[src/sv/abm_pkg.sv]
// abm_pkg: shared widths, codes, constants and state type for the altitude band monitor
// no dependencies; imported by altitude_band_monitor_top and tb_top

package abm_pkg;

  // field widths
  localparam int ALT_W     = 21;
  localparam int CFG_W     = 17;
  localparam int CFG_IDX_W = 3;
  localparam int MISS_W    = 4;

  // input mode codes
  localparam logic [1:0] MODE_SAMPLE = 2'd0;
  localparam logic [1:0] MODE_START  = 2'd1;
  localparam logic [1:0] MODE_STOP   = 2'd2;

  // configuration register indexes
  localparam logic [CFG_IDX_W-1:0] REG_HIGH_ENTER    = 3'd0;
  localparam logic [CFG_IDX_W-1:0] REG_HIGH5_ENTER   = 3'd1;
  localparam logic [CFG_IDX_W-1:0] REG_LOW_RETURN    = 3'd2;
  localparam logic [CFG_IDX_W-1:0] REG_HIGH5_EXIT    = 3'd3;
  localparam logic [CFG_IDX_W-1:0] REG_OUTLIER_WIN   = 3'd4;
  localparam logic [CFG_IDX_W-1:0] REG_DROP_STEP     = 3'd5;

  // register reset values
  localparam logic [CFG_W-1:0] HIGH_ENTER_RST  = 17'd220;
  localparam logic [CFG_W-1:0] HIGH5_ENTER_RST = 17'd520;
  localparam logic [CFG_W-1:0] LOW_RETURN_RST  = 17'd180;
  localparam logic [CFG_W-1:0] HIGH5_EXIT_RST  = 17'd480;
  localparam logic [CFG_W-1:0] OUTLIER_WIN_RST = 17'd500;
  localparam logic [CFG_W-1:0] DROP_STEP_RST   = 17'd300;

  // substitute altitude on a failed read, first-average limit, miss counter limits
  localparam logic signed [ALT_W-1:0] FAIL_ALT_CM    = 21'sd5000;
  localparam logic [ALT_W:0]          FIRST_LIMIT_CM = 22'd100;
  localparam logic [MISS_W-1:0]       MISS_MAX       = 4'd15;
  localparam logic [MISS_W-1:0]       MISS_LIMIT     = 4'd3;

  // sequencer states
  typedef enum logic [6:0] {
    S_IDLE  = 7'b0000001,
    S_SUM   = 7'b0000010,
    S_DIV   = 7'b0000100,
    S_PUSH  = 7'b0001000,
    S_SCAN  = 7'b0010000,
    S_CLASS = 7'b0100000,
    S_DONE  = 7'b1000000
  } state_t;

endpackage

[src/sv/altitude_band_monitor_top.sv]
// altitude_band_monitor_top: grouped outlier-rejecting altitude filter with ground band monitor
// depends on abm_pkg
//
//  channel   | handshake            | payload
//  ----------+----------------------+---------------------------------------------------
//  input     | in_valid / in_ready  | mode, altitude_cm, read_failed, set_ground_request,
//            |                      | speed_detect_request
//  result    | out_valid/out_ready  | filtered_valid, filtered_altitude_cm, event_*, is_*,
//            |                      | running
//  config    | cfg_write            | cfg_index, cfg_data
//
// an item that does not finish a group goes from S_IDLE to S_DONE, then into the result register
// a group-finishing sample goes through S_SUM (a second pass on the miss path), S_DIV,
//   S_PUSH, S_SCAN and S_CLASS to S_DONE, skipping states not needed; SW = 21 + clog2(GROUP_SIZE) + 1
// the shared restoring divider in S_DIV gives an SW-bit quotient, one quotient bit a cycle
// in_ready is high only while the sequencer is idle; a waiting result holds the last step
// reset is synchronous and loads the register defaults; no clearing pass is needed

module altitude_band_monitor_top
  import abm_pkg::*;
#(
  parameter int GROUP_SIZE    = 4,
  parameter int HISTORY_DEPTH = 4
) (
  input  logic                        clk,
  input  logic                        rst,
  // input channel
  input  logic                        in_valid,
  output logic                        in_ready,
  input  logic [1:0]                  mode,
  input  logic signed [ALT_W-1:0]     altitude_cm,
  input  logic                        read_failed,
  input  logic                        set_ground_request,
  input  logic                        speed_detect_request,
  // result channel
  output logic                        out_valid,
  input  logic                        out_ready,
  output logic                        filtered_valid,
  output logic signed [ALT_W-1:0]     filtered_altitude_cm,
  output logic                        event_to_low,
  output logic                        event_to_high,
  output logic                        event_drop,
  output logic                        event_high5_reached,
  output logic                        is_high,
  output logic                        is_high5,
  output logic                        is_drop,
  output logic                        running,
  // configuration port
  input  logic                        cfg_write,
  input  logic [CFG_IDX_W-1:0]        cfg_index,
  input  logic [CFG_W-1:0]            cfg_data
);

  localparam int GIW  = $clog2(GROUP_SIZE);
  localparam int CNTW = $clog2(GROUP_SIZE + 1);
  localparam int HCW  = $clog2(HISTORY_DEPTH + 1);
  localparam int SW   = ALT_W + GIW + 1;
  localparam int HW   = ALT_W + 1 + $clog2(HISTORY_DEPTH) + 1;
  localparam int TW   = CFG_W + $clog2(HISTORY_DEPTH + 1);
  localparam int KW   = $clog2(SW + 1);

  // configuration registers
  logic [CFG_W-1:0] high_enter_cm, high5_enter_cm, low_return_cm;
  logic [CFG_W-1:0] high5_exit_cm, outlier_window_cm, drop_step_cm;

  // block state
  logic signed [ALT_W-1:0] samples [GROUP_SIZE];
  logic signed [ALT_W-1:0] history [HISTORY_DEPTH];
  logic [GIW-1:0]          group_index;
  logic signed [ALT_W-1:0] last_average;
  logic [MISS_W-1:0]       miss_count;
  logic [HCW-1:0]          history_count;
  logic signed [ALT_W-1:0] ground_ref;
  logic                    mark_high, mark_high5, mark_drop;
  logic                    pending_ground, speed_enabled;

  // sequencer
  state_t                  state;
  logic [KW-1:0]           step;
  logic                    plain;
  logic signed [SW-1:0]    sum;
  logic [CNTW-1:0]         cnt;
  logic [SW-1:0]           dvd;
  logic [CNTW:0]           rem;
  logic                    neg;
  logic                    classify;
  logic                    found;
  logic signed [HW-1:0]    hsum;

  // result of the current step
  logic                    res_valid;
  logic signed [ALT_W-1:0] res_avg;
  logic                    ev_low, ev_high, ev_drop, ev_h5;

  logic                    is_running;
  logic                    accept;
  logic signed [ALT_W-1:0] sample_in;
  logic [ALT_W:0]          last_abs;
  logic                    first_avg;
  logic signed [ALT_W-1:0] head;
  logic signed [ALT_W:0]   win_diff;
  logic [ALT_W:0]          win_abs;
  logic                    take;
  logic signed [SW-1:0]    sum_upd;
  logic [CNTW-1:0]         cnt_upd;
  logic [SW-1:0]           sum_abs;
  logic [MISS_W-1:0]       miss_sat;
  logic [CNTW:0]           rem_sh;
  logic                    fits;
  logic [CNTW:0]           rem_sub;
  logic [SW-1:0]           q_last;
  logic signed [ALT_W-1:0] avg_q;
  logic signed [ALT_W-1:0] h0, h1;
  logic signed [ALT_W:0]   gdiff;
  logic signed [ALT_W:0]   adiff;
  logic [ALT_W:0]          adiff_abs;
  logic                    adj_big;
  logic signed [HW-1:0]    hsum_add;
  logic [HW-1:0]           s_abs;
  logic [TW-1:0]           thr_high, thr_h5_enter, thr_low, thr_h5_exit;
  logic                    high_next, high5_next, drop_next;
  logic                    c_low, c_high, c_drop, c_h5;

  assign is_running = pending_ground | speed_enabled;
  assign in_ready   = (state == S_IDLE);
  assign accept     = in_valid & in_ready;
  assign sample_in  = read_failed ? FAIL_ALT_CM : altitude_cm;

  // first-average test and outlier window on the head sample
  assign last_abs  = last_average[ALT_W-1] ? (ALT_W+1)'(-$signed({last_average[ALT_W-1], last_average}))
                                           : (ALT_W+1)'({last_average[ALT_W-1], last_average});
  assign first_avg = last_abs < FIRST_LIMIT_CM;
  assign head      = samples[0];
  assign win_diff  = $signed({last_average[ALT_W-1], last_average}) - $signed({head[ALT_W-1], head});
  assign win_abs   = win_diff[ALT_W] ? (ALT_W+1)'(-win_diff) : (ALT_W+1)'(win_diff);
  assign take      = plain | (win_abs < (ALT_W+1)'(outlier_window_cm));

  // shared accumulator
  assign sum_upd  = take ? sum + $signed({{(SW-ALT_W){head[ALT_W-1]}}, head}) : sum;
  assign cnt_upd  = take ? cnt + CNTW'(1) : cnt;
  assign sum_abs  = sum_upd[SW-1] ? SW'(-sum_upd) : SW'(sum_upd);
  assign miss_sat = (miss_count == MISS_MAX) ? MISS_MAX : miss_count + MISS_W'(1);

  // restoring divider step
  assign rem_sh  = {rem[CNTW-1:0], dvd[SW-1]};
  assign fits    = rem_sh >= {1'b0, cnt};
  assign rem_sub = rem_sh - {1'b0, cnt};
  assign q_last  = {dvd[SW-2:0], fits};
  assign avg_q   = neg ? -$signed(q_last[ALT_W-1:0]) : $signed(q_last[ALT_W-1:0]);

  // history scan: deviation from ground and adjacent step
  assign h0        = history[0];
  assign h1        = history[1];
  assign gdiff     = $signed({h0[ALT_W-1], h0}) - $signed({ground_ref[ALT_W-1], ground_ref});
  assign adiff     = $signed({h1[ALT_W-1], h1}) - $signed({h0[ALT_W-1], h0});
  assign adiff_abs = adiff[ALT_W] ? (ALT_W+1)'(-adiff) : (ALT_W+1)'(adiff);
  assign adj_big   = adiff_abs > (ALT_W+1)'(drop_step_cm);
  assign hsum_add  = hsum + $signed({{(HW-ALT_W-1){gdiff[ALT_W]}}, gdiff});

  // thresholds scaled by the history depth
  assign s_abs        = hsum[HW-1] ? HW'(-hsum) : HW'(hsum);
  assign thr_high     = TW'(high_enter_cm) * TW'(HISTORY_DEPTH);
  assign thr_h5_enter = TW'(high5_enter_cm) * TW'(HISTORY_DEPTH);
  assign thr_low      = TW'(low_return_cm) * TW'(HISTORY_DEPTH);
  assign thr_h5_exit  = TW'(high5_exit_cm) * TW'(HISTORY_DEPTH);

  // hysteresis classification and drop mark update
  always_comb begin
    high_next  = mark_high;
    high5_next = mark_high5;
    drop_next  = mark_drop;
    c_low      = 1'b0;
    c_high     = 1'b0;
    c_drop     = 1'b0;
    c_h5       = 1'b0;
    if (classify) begin
      if (mark_high) begin
        if (!mark_high5) begin
          if (s_abs > HW'(thr_h5_enter)) begin
            high5_next = 1'b1;
            c_h5       = 1'b1;
          end
          if (s_abs < HW'(thr_low)) begin
            high_next  = 1'b0;
            high5_next = 1'b0;
            c_low      = 1'b1;
          end
        end else if (s_abs < HW'(thr_h5_exit)) begin
          high_next = 1'b0;
          c_low     = 1'b1;
        end
      end else if (mark_high5) begin
        if (s_abs > HW'(thr_h5_enter)) begin
          high_next = 1'b1;
          c_high    = 1'b1;
        end
        if (s_abs < HW'(thr_low)) begin
          high5_next = 1'b0;
        end
      end else if (s_abs > HW'(thr_high)) begin
        high_next = 1'b1;
        c_high    = 1'b1;
      end
    end
    if (speed_enabled) begin
      if (found && !mark_drop) begin
        drop_next = 1'b1;
        c_drop    = 1'b1;
      end else if (!found && mark_drop) begin
        drop_next = 1'b0;
      end
    end
  end

  // sample and history shift lines, no reset needed
  always_ff @(posedge clk) begin
    if (state == S_IDLE && accept && mode == MODE_SAMPLE && is_running) begin
      for (int i = 0; i < GROUP_SIZE - 1; i++) samples[i] <= samples[i+1];
      samples[GROUP_SIZE-1] <= sample_in;
    end else if (state == S_SUM) begin
      for (int i = 0; i < GROUP_SIZE - 1; i++) samples[i] <= samples[i+1];
      samples[GROUP_SIZE-1] <= samples[0];
    end
    if (state == S_PUSH) begin
      if (history_count == HCW'(HISTORY_DEPTH) && pending_ground) begin
        for (int i = 0; i < HISTORY_DEPTH; i++) history[i] <= res_avg;
      end else begin
        for (int i = 0; i < HISTORY_DEPTH - 1; i++) history[i] <= history[i+1];
        history[HISTORY_DEPTH-1] <= res_avg;
      end
    end else if (state == S_SCAN) begin
      for (int i = 0; i < HISTORY_DEPTH - 1; i++) history[i] <= history[i+1];
      history[HISTORY_DEPTH-1] <= history[0];
    end
  end

  // sequencer, control state and result register
  always_ff @(posedge clk) begin
    if (rst) begin
      state             <= S_IDLE;
      step              <= '0;
      high_enter_cm     <= HIGH_ENTER_RST;
      high5_enter_cm    <= HIGH5_ENTER_RST;
      low_return_cm     <= LOW_RETURN_RST;
      high5_exit_cm     <= HIGH5_EXIT_RST;
      outlier_window_cm <= OUTLIER_WIN_RST;
      drop_step_cm      <= DROP_STEP_RST;
      group_index       <= '0;
      last_average      <= '0;
      miss_count        <= '0;
      history_count     <= '0;
      ground_ref        <= '0;
      mark_high         <= 1'b0;
      mark_high5        <= 1'b0;
      mark_drop         <= 1'b0;
      pending_ground    <= 1'b0;
      speed_enabled     <= 1'b0;
      out_valid         <= 1'b0;
      res_valid         <= 1'b0;
      ev_low            <= 1'b0;
      ev_high           <= 1'b0;
      ev_drop           <= 1'b0;
      ev_h5             <= 1'b0;
    end else begin
      // configuration writes
      if (cfg_write) begin
        case (cfg_index)
          REG_HIGH_ENTER:  high_enter_cm     <= cfg_data;
          REG_HIGH5_ENTER: high5_enter_cm    <= cfg_data;
          REG_LOW_RETURN:  low_return_cm     <= cfg_data;
          REG_HIGH5_EXIT:  high5_exit_cm     <= cfg_data;
          REG_OUTLIER_WIN: outlier_window_cm <= cfg_data;
          REG_DROP_STEP:   drop_step_cm      <= cfg_data;
          default: ;
        endcase
      end

      // result transfer
      if (out_valid && out_ready) out_valid <= 1'b0;

      case (state)
        // take an item and decode its mode
        S_IDLE: begin
          if (accept) begin
            res_valid <= 1'b0;
            res_avg   <= '0;
            ev_low    <= 1'b0;
            ev_high   <= 1'b0;
            ev_drop   <= 1'b0;
            ev_h5     <= 1'b0;
            state     <= S_DONE;
            case (mode)
              MODE_SAMPLE: begin
                if (is_running) begin
                  if (group_index == GIW'(GROUP_SIZE - 1)) begin
                    group_index <= '0;
                    sum         <= '0;
                    cnt         <= '0;
                    step        <= '0;
                    plain       <= first_avg;
                    state       <= S_SUM;
                  end else begin
                    group_index <= group_index + GIW'(1);
                  end
                end
              end
              MODE_START: begin
                if (!is_running) begin
                  group_index   <= '0;
                  history_count <= '0;
                end
                if (set_ground_request) pending_ground <= 1'b1;
                if (speed_detect_request) speed_enabled <= 1'b1;
              end
              MODE_STOP: begin
                pending_ground <= 1'b0;
                speed_enabled  <= 1'b0;
              end
              default: ;
            endcase
          end
        end

        // accumulate the group, one sample a cycle
        S_SUM: begin
          sum  <= sum_upd;
          cnt  <= cnt_upd;
          step <= step + KW'(1);
          if (step == KW'(GROUP_SIZE - 1)) begin
            step <= '0;
            if (plain || cnt_upd != '0) begin
              if (!plain) miss_count <= '0;
              dvd   <= sum_abs;
              neg   <= sum_upd[SW-1];
              rem   <= '0;
              state <= S_DIV;
            end else begin
              miss_count <= miss_sat;
              if (miss_sat > MISS_LIMIT) begin
                plain          <= 1'b1;
                pending_ground <= 1'b1;
                sum            <= '0;
                cnt            <= '0;
              end else begin
                res_avg   <= last_average;
                res_valid <= 1'b1;
                state     <= S_PUSH;
              end
            end
          end
        end

        // truncating divide of the sum by the kept count
        S_DIV: begin
          rem  <= fits ? rem_sub : rem_sh;
          dvd  <= q_last;
          step <= step + KW'(1);
          if (step == KW'(SW - 1)) begin
            step         <= '0;
            last_average <= avg_q;
            res_avg      <= avg_q;
            res_valid    <= 1'b1;
            state        <= S_PUSH;
          end
        end

        // enter the average into the history
        S_PUSH: begin
          if (history_count != HCW'(HISTORY_DEPTH)) begin
            history_count <= history_count + HCW'(1);
            state         <= S_DONE;
          end else begin
            if (pending_ground) begin
              pending_ground <= 1'b0;
              ground_ref     <= res_avg;
              ev_low         <= 1'b1;
              classify       <= 1'b0;
            end else begin
              classify <= 1'b1;
            end
            hsum  <= '0;
            found <= 1'b0;
            step  <= '0;
            state <= S_SCAN;
          end
        end

        // walk the history: deviation sum and adjacent steps
        S_SCAN: begin
          hsum <= hsum_add;
          step <= step + KW'(1);
          if (step != KW'(HISTORY_DEPTH - 1) && adj_big) found <= 1'b1;
          if (step == KW'(HISTORY_DEPTH - 1)) begin
            step  <= '0;
            state <= S_CLASS;
          end
        end

        // update the marks
        S_CLASS: begin
          mark_high  <= high_next;
          mark_high5 <= high5_next;
          mark_drop  <= drop_next;
          ev_low     <= ev_low | c_low;
          ev_high    <= c_high;
          ev_drop    <= c_drop;
          ev_h5      <= c_h5;
          state      <= S_DONE;
        end

        // load the result register once it is free
        S_DONE: begin
          if (!out_valid || out_ready) begin
            out_valid            <= 1'b1;
            filtered_valid       <= res_valid;
            filtered_altitude_cm <= res_avg;
            event_to_low         <= ev_low;
            event_to_high        <= ev_high;
            event_drop           <= ev_drop;
            event_high5_reached  <= ev_h5;
            is_high              <= mark_high;
            is_high5             <= mark_high5;
            is_drop              <= mark_drop;
            running              <= is_running;
            state                <= S_IDLE;
          end
        end

        default: state <= S_IDLE;
      endcase
    end
  end

  // checks
  a_hist_bound: assert property (@(posedge clk) disable iff (rst)
    history_count <= HCW'(HISTORY_DEPTH))
    else $error("history count beyond depth");

  a_div_nonzero: assert property (@(posedge clk) disable iff (rst)
    state == S_DIV |-> cnt != '0)
    else $error("divide by zero count");

  a_avg_zero: assert property (@(posedge clk) disable iff (rst)
    out_valid && !filtered_valid |-> filtered_altitude_cm == '0)
    else $error("average nonzero without a finished group");

  a_drop_speed: assert property (@(posedge clk) disable iff (rst)
    $rose(mark_drop) |-> $past(speed_enabled))
    else $error("drop mark set with speed detection off");

  a_busy_after: assert property (@(posedge clk) disable iff (rst)
    accept |=> state != S_IDLE)
    else $error("sequencer idle right after a transfer");

endmodule

[config.mk]
export PLATFORM = sky130hd
export DESIGN_NAME = altitude_band_monitor_top
export DESIGN_NICKNAME = d
export VERILOG_FILES = /design/src/sv/abm_pkg.sv /design/src/sv/altitude_band_monitor_top.sv
export SDC_FILE = /design/constraint.sdc
export NUM_CORES = 1
export LEC_CHECK = 0
export BUFFER_PORTS_ARGS = -buffer_cell sky130_fd_sc_hd__buf_2
export CAP_MARGIN = 20
export CORE_MARGIN = 2
export CORE_UTILIZATION = 59
export CTS_BUF_LIST = sky130_fd_sc_hd__clkbuf_2
export CTS_CLUSTER_DIAMETER = 40
export DETAILED_ROUTE_END_ITERATION = 12
export GPL_TIMING_DRIVEN = 0
export PLACE_DENSITY = 0.79
export SYNTH_ARGS = -nofsm -noshare
export SYNTH_HDL_FRONTEND = slang
export SYNTH_SLANG_ARGS = --single-unit
[constraint.sdc]
create_clock -name clk -period 7.25 [get_ports clk]
set_input_delay 0.3625 -clock clk [delete_from_list [all_inputs] [get_ports clk]]
set_output_delay 0.3625 -clock clk [all_outputs]
set_load 0.005 [all_outputs]
* Yosys cells after proc, flatten, opt, wreduce, memory -nomap -nowiden
Memories as Yosys holds them, arrays and structs flattened. Cells that the tools add are included.
Cells by class: multiplexer cells 156, magnitude comparators 9, bitwise operators 18, equal/unequal tests 46, reduce and logical (&&, ||, !) cells 58, add/subtract/negate cells 17
Operators with widths (number):
- 21-bit two-way mux | 19
- 24-bit two-way mux | 11
- 24-bit case mux with 2 select lines | 2
- 7-bit two-way mux | 11
- 22-bit two-way mux | 3
- 21-bit by 21-bit subtractor with 22-bit output | 3
- 21-bit case mux with 3 select lines | 1
- 1-bit two-way mux | 62
- 25-bit by 19-bit greater-than comparator with 1-bit output | 2
- 25-bit by 19-bit less-than comparator with 1-bit output | 2
- 25-bit two-way mux | 2
- 25-bit case mux with 2 select lines | 1
- 7-bit case mux with 7 select lines | 1
- 3-bit two-way mux | 15
- 22-bit negation | 2
- 5-bit two-way mux | 7
- 25-bit by 22-bit adder with 25-bit output | 1
- 25-bit negation | 1
- 24-bit by 21-bit adder with 24-bit output | 1
- 24-bit negation | 1
- 6-bit AND reduction | 4
- 22-bit by 17-bit greater-than comparator with 1-bit output | 1
- 22-bit by 17-bit less-than comparator with 1-bit output | 1
- 22-bit by 7-bit less-than comparator with 1-bit output, second input constant | 1
- other kinds (55) | 149
Word-level totals: memories 2, register bits 310, input port bits 51, word-level logic and storage cells 350, bits in writable memories 168
Memory list:
- history | depth 4, width 21, read ports 4, clocked after memory_dff 0, wr ports 4, line altitude_band_monitor_top.sv:68 | logic signed [ALT_W-1:0] history [HISTORY_DEPTH];
- samples | depth 4, width 21, read ports 4, clocked after memory_dff 0, wr ports 4, line altitude_band_monitor_top.sv:67 | logic signed [ALT_W-1:0] samples [GROUP_SIZE];

* Depth between registers and ports, before layout
Gate-level depths: netlist of the first run. An unclocked memory read counts as a cell.
depth in word-level cells 12, gate-level depth with buffers 35, gate-level depth less buffers 29

* Worst setup path before layout of the first run
No wires, ideal clock.
kind reg-to-reg, from reg state[2], to mem samples[0][0] (enable), clock period less this slack 7.723 ns, arrival 7.081 ns, setup time 0.642 ns, setup slack -0.473 ns, buffers on the path 1, stages on the path, launching flop included 6, required time 6.608 ns, cell sequence dfxtp_1 clkbuf_1 nor4_1 nor2b_1 nand3b_2 o21ai_0
RTL lines:
- start, declared | line altitude_band_monitor_top.sv:78 | state_t state;
- start signal, assigned | line altitude_band_monitor_top.sv:240 | state <= S_IDLE;
- start signal, assigned | line altitude_band_monitor_top.sv:291 | state <= S_DONE;
- start signal, assigned | line altitude_band_monitor_top.sv:301 | state <= S_SUM;
- end, declared | line altitude_band_monitor_top.sv:67

==> flow_summary.json, run 1 <==
{
  "r2r-end": "dvd[20]",
  "dr_total_vias": 24500,
  "critPathCaptureType": "register",
  "start_kind": "register",
  "drt_iter0_drc": 2103,
  "drt_pre_antenna_iters": 8,
  "fin_area_mm2": 0.0324,
  "root_buffer": "clkbuf_2",
  "yosysWarnings": 0,
  "cts_buffer_depth": 3,
  "setup.worst_path.class": "register to register",
  "rows": 80,
  "min_period_over_period": 0.949,
  "start_util": 0.599,
  "grt_pass1_vias": 23900,
  "grt_max_degree": 60,
  "syn_avg_cell_area_um2": 9.42,
  "drtAntennaViolNets": 0,
  "place_hpwl_um": 60000,
  "dieArea_mm2": 0.0503,
  "dieWidth_um": 224,
  "p_leak_nw": 13.0,
  "die_h_um": 224,
  "synth-xor-area-share": 0.0486,
  "crit_path_top_delay_cell": "edfxtp_1",
  "fin_skew_ps": 114,
  "ys_types": 109,
  "ys_ff_latch": 478,
  "synth_area_leader_cell": "edfxtp_1",
  "gp_congestion": 0.974,
  "synthesis.area_mm2": 0.0286,
  "finalSetupViolCount": 0,
  "startpoint": "samples[0][7]",
  "synth-seq-area-share": 0.440,
  "io_buffers": 81,
  "critPathCapture": "dvd[20]",
  "reg2reg_setup_slack_ps": 370,
  "max_slew_margin": 0.363,
  "synth_edf_count": 302,
  "gr-usage-all-layers": 0.325,
  "synthArstFlopShare": 0,
  "ios": 83,
  "clk_latency_ps": 1250,
  "worst_pin_slew_ps": 953,
  "crit_family": "compound AO/OA/AOI/OAI gates",
  "synth_area_leaders": "edfxtp_1, dfxtp_1, ha_1, nand2_1, a21oi_1",
  "reg2reg_depth": 35,
  "fmax_mhz": 145,
  "syn_inst": 3041,
  "worst-path-stages": 35,
  "layout_commonest_cell": "nand2_1",
  "layout_common_cells": "nand2_1, edfxtp_1, a21oi_1",
  "h-tree-depth": 3,
  "grt_first_pass_wirelength_um": 127000,
  "status": "finished, final reports clean",
  "peakVddDrop_mv": 0.178,
  "fin_nets": 3655,
  "numCtsBuffers": 120,
  "crit_fanout": 18,
  "timing.rr.start": "samples[0][7]",
  "hold_viol": 0,
  "synth_top_family_by_area": "compound AO/OA/AOI/OAI gates",
  "drive_above_1_share": 0.113,
  "p_per_area_mw_per_mm2": 161,
  "synth_top_area_frac": 0.317,
  "drv_cap": 0,
  "synth_mux_area_frac": 0.0150,
  "synthesis.nets": 3324,
  "placed_area_mm2": 0.0300,
  "clk_pin_slew_ps": 120,
  "numClockSinks": 478,
  "crit_buf_inv": 8,
  "tritoncts": "built",
  "ys.flop_type": "edfxtp_1",
  "wl_per_cell_um": 20.1,
  "via_per_inst": 5.98,
  "max_stage_delay_ps": 440,
  "synth-adder-area-share": 0.109,
  "tns_ps": 0,
  "yosys.area_share.simple": 0.163,
  "min_path_type": "primary input to register",
  "worstPathRequired_ps": 8160,
  "cp.arrival_ps": 7790,
  "route.detailed.drc": 0,
  "wl_um": 82200,
  "area_growth_syn_to_layout_pct": 13.1,
  "core_area_mm2": 0.0478,
  "gr-total-overflow": 0,
  "synth-compound-area-share": 0.174,
  "min_period_ps": 6880,
  "antenna_found_initial": 4,
  "slew_viol_final": 0
}
-- metal layers --
layer / vias to the layer above / track usage / share of wire
met4: 4 / 0.205 / 0.066
met5: - / 0 / 0.00028
met2: 1061 / 0.551 / 0.48
met3: 286 / 0.0563 / 0.069
li1: 11500 / - / -
met1: 11600 / 0.383 / 0.39
-- worst min-delay path, stage by stage --
cell           delay (ps)
dlygate4sd3_1         530
buf_2                 200
nand2_1                80
a21oi_1                60
-- logic make-up (layout without fill, tap and decap cells) --
logic type / Yosys count / in the layout
other: 0 / 6
multiplexers: 42 / 42
AO/OA/AOI/OAI: 779 / 779
adder cells (fa/ha/maj): 232 / 232
buffers and inverters: 366 / 794
AND/OR/NAND/NOR: 986 / 986
flip-flops: 478 / 478
XOR/XNOR: 158 / 158
-- registers in the layout, summed over array words and instances, names as in the netlist, 7 cells and up --
name                  count
filtered_altitude_cm     21
high_enter_cm            17
outlier_window_cm        17
low_return_cm            17
high5_enter_cm           17
hsum                     25
high5_exit_cm            17
res_avg                  21
last_average             21
dvd                      24
samples                  84
drop_step_cm             17
state                     7
history                  84
sum                      24
ground_ref               21
-- synthesized netlist by cell type (6+ instances only) --
library cell / n
buf_4: 7
inv_1: 255
a211oi_1: 44
a21oi_1: 264
a21o_1: 103
nor4_1: 21
o21ai_1: 15
ha_1: 204
nor3b_1: 6
o211ai_1: 30
and2_1: 17
dfxtp_1: 176
or3_1: 30
o31ai_1: 30
nand2_1: 380
and3_1: 21
nand4_1: 28
o21a_1: 30
buf_1: 7
xnor2_1: 91
buf_2: 8
edfxtp_1: 302
nor2_1: 214
nand3b_1: 9
mux2_2: 6
nand3_1: 50
nor3_1: 54
or2_2: 16
xor2_1: 66
o21ai_0: 139
or4_1: 11
a31oi_1: 19
a31o_2: 8
nor2b_1: 50
a211o_1: 6
o21bai_1: 7
fa_1: 28
clkbuf_1: 84
nand2b_1: 45
mux2i_1: 34
a21boi_0: 8
-- area by class of cell --
class                           instances  area, um2
Antenna cell                            6       15.0
Buffer                                110        508
Clock buffer                          168        841
Clock inverter                         51        279
Fill cell                            3755      15400
Inverter                              255        960
Multi-Input combinational cell       2197      14700
Sequential cell                       478      12600
Tap cell                              615        769
Timing Repair Buffer                  210       1740
-- worst min path at each step --
stage / endpoint / slack (ps) / from / cells after the start
2_1_floorplan: samples[0][0] / 400 / samples[0][21] / 0
3_3_place_gp: samples[0][47] / 400 / samples[0][68] / 0
3_5_place_dp: samples[0][19] / 400 / samples[0][40] / 0
4_1_cts: low_return_cm[6] / 2 / cfg_data[6] / 4
5_1_grt: high5_enter_cm[6] / -20 / cfg_data[6] / 4
6_report: outlier_window_cm[3] / 90 / cfg_data[3] / 4
-- where the power goes --
group / internal [mW] / total, mW / leakage [nW] / switching (mW)
sequential: 2.93 / 2.97 / 4.18 / 0.0470
clock: 0.716 / 1.88 / 0.831 / 1.17
combinational: 0.156 / 0.374 / 8.03 / 0.218
total: 3.80 / 5.23 / 13.0 / 1.43
-- per-stage QoR --
stage          hold slack, ps  power [mW]  instances  utilization  worst slack, ps
3_5_place_dp              405        3.35       3747        0.628             -838
2_1_floorplan             400        3.22       3041            -              940
5_1_grt                 -16.7        5.42       4090        0.677             -114
4_1_cts                  2.11        5.22       4080        0.675             3.21
3_3_place_gp              401        3.33       3737        0.623             -755
6_report                 89.0        5.23       4090        0.677              369
-- timing repair --
item | in CTS | in global routing
hold endpoints to repair | 269 | 0
endpoints found under the setup margin | 32 | 33
buffers inserted | 7 | 5
hold buffers | 107 | 0
resized for setup | 10 | 13
pin swaps | 2 | 3
Note: power is estimated with default switching activity, not from simulation.
==> run 2, diff against run 1 <==
- CORE_UTILIZATION: 59 -> 60
- PLACE_DENSITY: 0.79 -> 0.77
- clock period: 7.25 -> 8.82 ns (I/O delays scaled with it)
==> flow_summary.json, run 2 (synthesized netlist as in run 1, its figures left out) <==
{
  "dieWidth_um": 223,
  "grt_pass1_vias": 23300,
  "worst_pin_slew_ps": 1080,
  "area_growth_syn_to_layout_pct": 11.5,
  "die_h_um": 223,
  "p_leak_nw": 12.9,
  "cp.arrival_ps": 8940,
  "critPathCaptureType": "register",
  "crit_family": "compound AO/OA/AOI/OAI gates",
  "max_slew_margin": 0.279,
  "regArea_mm2": 0.0126,
  "numCtsBuffers": 120,
  "finalSetupViolCount": 0,
  "crit_buf_inv": 7,
  "grt_first_pass_wirelength_um": 125000,
  "start_kind": "register",
  "pre_cts_slack_ps": 862,
  "status": "finished, final reports clean",
  "fin_skew_ps": 84.7,
  "cts_setup_buffers": 0,
  "tritoncts": "built",
  "slew_viol_final": 0,
  "max_stage_delay_ps": 570,
  "grt_max_degree": 60,
  "min_period_over_period": 0.909,
  "drt_iter0_drc": 2073,
  "peakVddDrop_mv": 0.110,
  "drtAntennaViolNets": 0,
  "core_area_mm2": 0.0474,
  "dr_total_vias": 24000,
  "worstPathRequired_ps": 9740,
  "power.switching_mw": 1.13,
  "drt_pre_antenna_iters": 5,
  "hold_viol": 0,
  "numClockSinks": 478,
  "gp_congestion": 0.980,
  "reg_top3": "history x84, samples x84, hsum x25",
  "root_buffer": "clkbuf_2",
  "wl_um": 80000,
  "cpMostUsedCell": "a21oi_1",
  "clk_latency_ps": 1210,
  "grt_setup_unrepaired": "false",
  "p_clk_frac": 0.350,
  "tns_ps": 0,
  "gr-usage-all-layers": 0.322,
  "p_comb_frac": 0.069,
  "drv_cap": 0,
  "fin_ws_ps": 802,
  "via_per_inst": 5.93,
  "dieArea_mm2": 0.0495,
  "fmax_mhz": 125,
  "drive_above_1_share": 0.111,
  "route.detailed.drc": 0,
  "fin_area_mm2": 0.0319,
  "switching_share": 0.269,
  "wl_per_cell_um": 19.8,
  "crit_fanout": 10,
  "crit_path_top_delay_cell": "edfxtp_1",
  "h-tree-depth": 3,
  "placed_area_mm2": 0.0301,
  "reg2reg_setup_slack_ps": 800,
  "antenna_found_initial": 3,
  "pwr-share-seq": 0.581,
  "start_util": 0.604,
  "p_per_area_mw_per_mm2": 132,
  "place_hpwl_um": 59800,
  "min_path_type": "primary input to register",
  "rows": 80,
  "nFillCells": 3839,
  "layout_common_cells": "nand2_1, edfxtp_1, a21oi_1",
  "min_period_ps": 8020,
  "clk_pin_slew_ps": 110,
  "multi_input_area_mm2": 0.0147,
  "setup.worst_path.class": "register to register",
  "fin_nets": 3619,
  "layout_commonest_cell": "nand2_1",
  "io_buffers": 81,
  "ios": 83,
  "p_int_mw": 3.08,
  "cts_buffer_depth": 3,
  "gr-total-overflow": 0
}
-- run 2: cell type report --
type                    count  share of cell area
repair buffers            173              0.0446
inverters                 255              0.0300
flip-flops and latches    478               0.394
clock buffers             182              0.0285
clock inverters            29             0.00415
plain buffers             111              0.0154
multi-input cells        2197               0.459
well taps                 615              0.0241
diodes                      6            0.000470
-- run 2: metrics by stage --
| stage | total power, mW | utilization | hold slack [ps] | std cells |
|---|---|---|---|---|
| finish | 4.21 | 0.673 | 120 | 4046 |
| global route | 4.37 | 0.673 | 49.2 | 4046 |
| CTS | 4.23 | 0.673 | 2.62 | 4040 |
| detailed placement | 2.75 | 0.634 | 405 | 3747 |
| global placement | 2.74 | 0.629 | 400 | 3737 |
| floorplan | 2.64 | - | 400 | 3041 |
-- run 2: worst paths after layout --
kind,depth (start not counted),from,end
worst min-delay path,4,cfg_data[16],low_return_cm[16]
worst max-delay path,34,samples[0][4],dvd[18]
worst max register to register,34,samples[0][4],dvd[18]
worst min register to register,0,samples[0][81],samples[0][60]
-- run 2: power groups by stage --
stage | Combinational (mW) | Sequential (mW) | Clock (mW)
CTS | 0.285 | 2.44 | 1.50
floorplan | 0.168 | 2.48 | 0
finish | 0.291 | 2.45 | 1.47
detailed placement | 0.257 | 2.49 | 0
global route | 0.320 | 2.45 | 1.60
global placement | 0.242 | 2.50 | 0
-- run 2: worst reg2reg max path, delay by kind of cell (launching register included) --
kind	cells	cell delay [ps]
buf+inv	7	1830
compound gates	14	2810
simple gates	6	620
xor+xnor	2	360
mux	2	610
flops	1	570
fa+ha+maj	3	1010
-- run 2: metal layers --
metal,vias up,part of all wire,track usage,wire (um)
met2,968,0.48,0.549,38700
met1,11300,0.40,0.397,31800
met4,0,0.050,0.166,4040
met5,-,0,0,0
li1,11500,-,-,-
met3,235,0.069,0.0521,5510
-- run 2: what timing repair did --
| action | 4_1_cts | 5_1_grt |
|---|---|---|
| hold buffers | 82 | 0 |
| gates resized for setup | 0 | 0 |
| endpoints found under the hold margin | 220 | 0 |
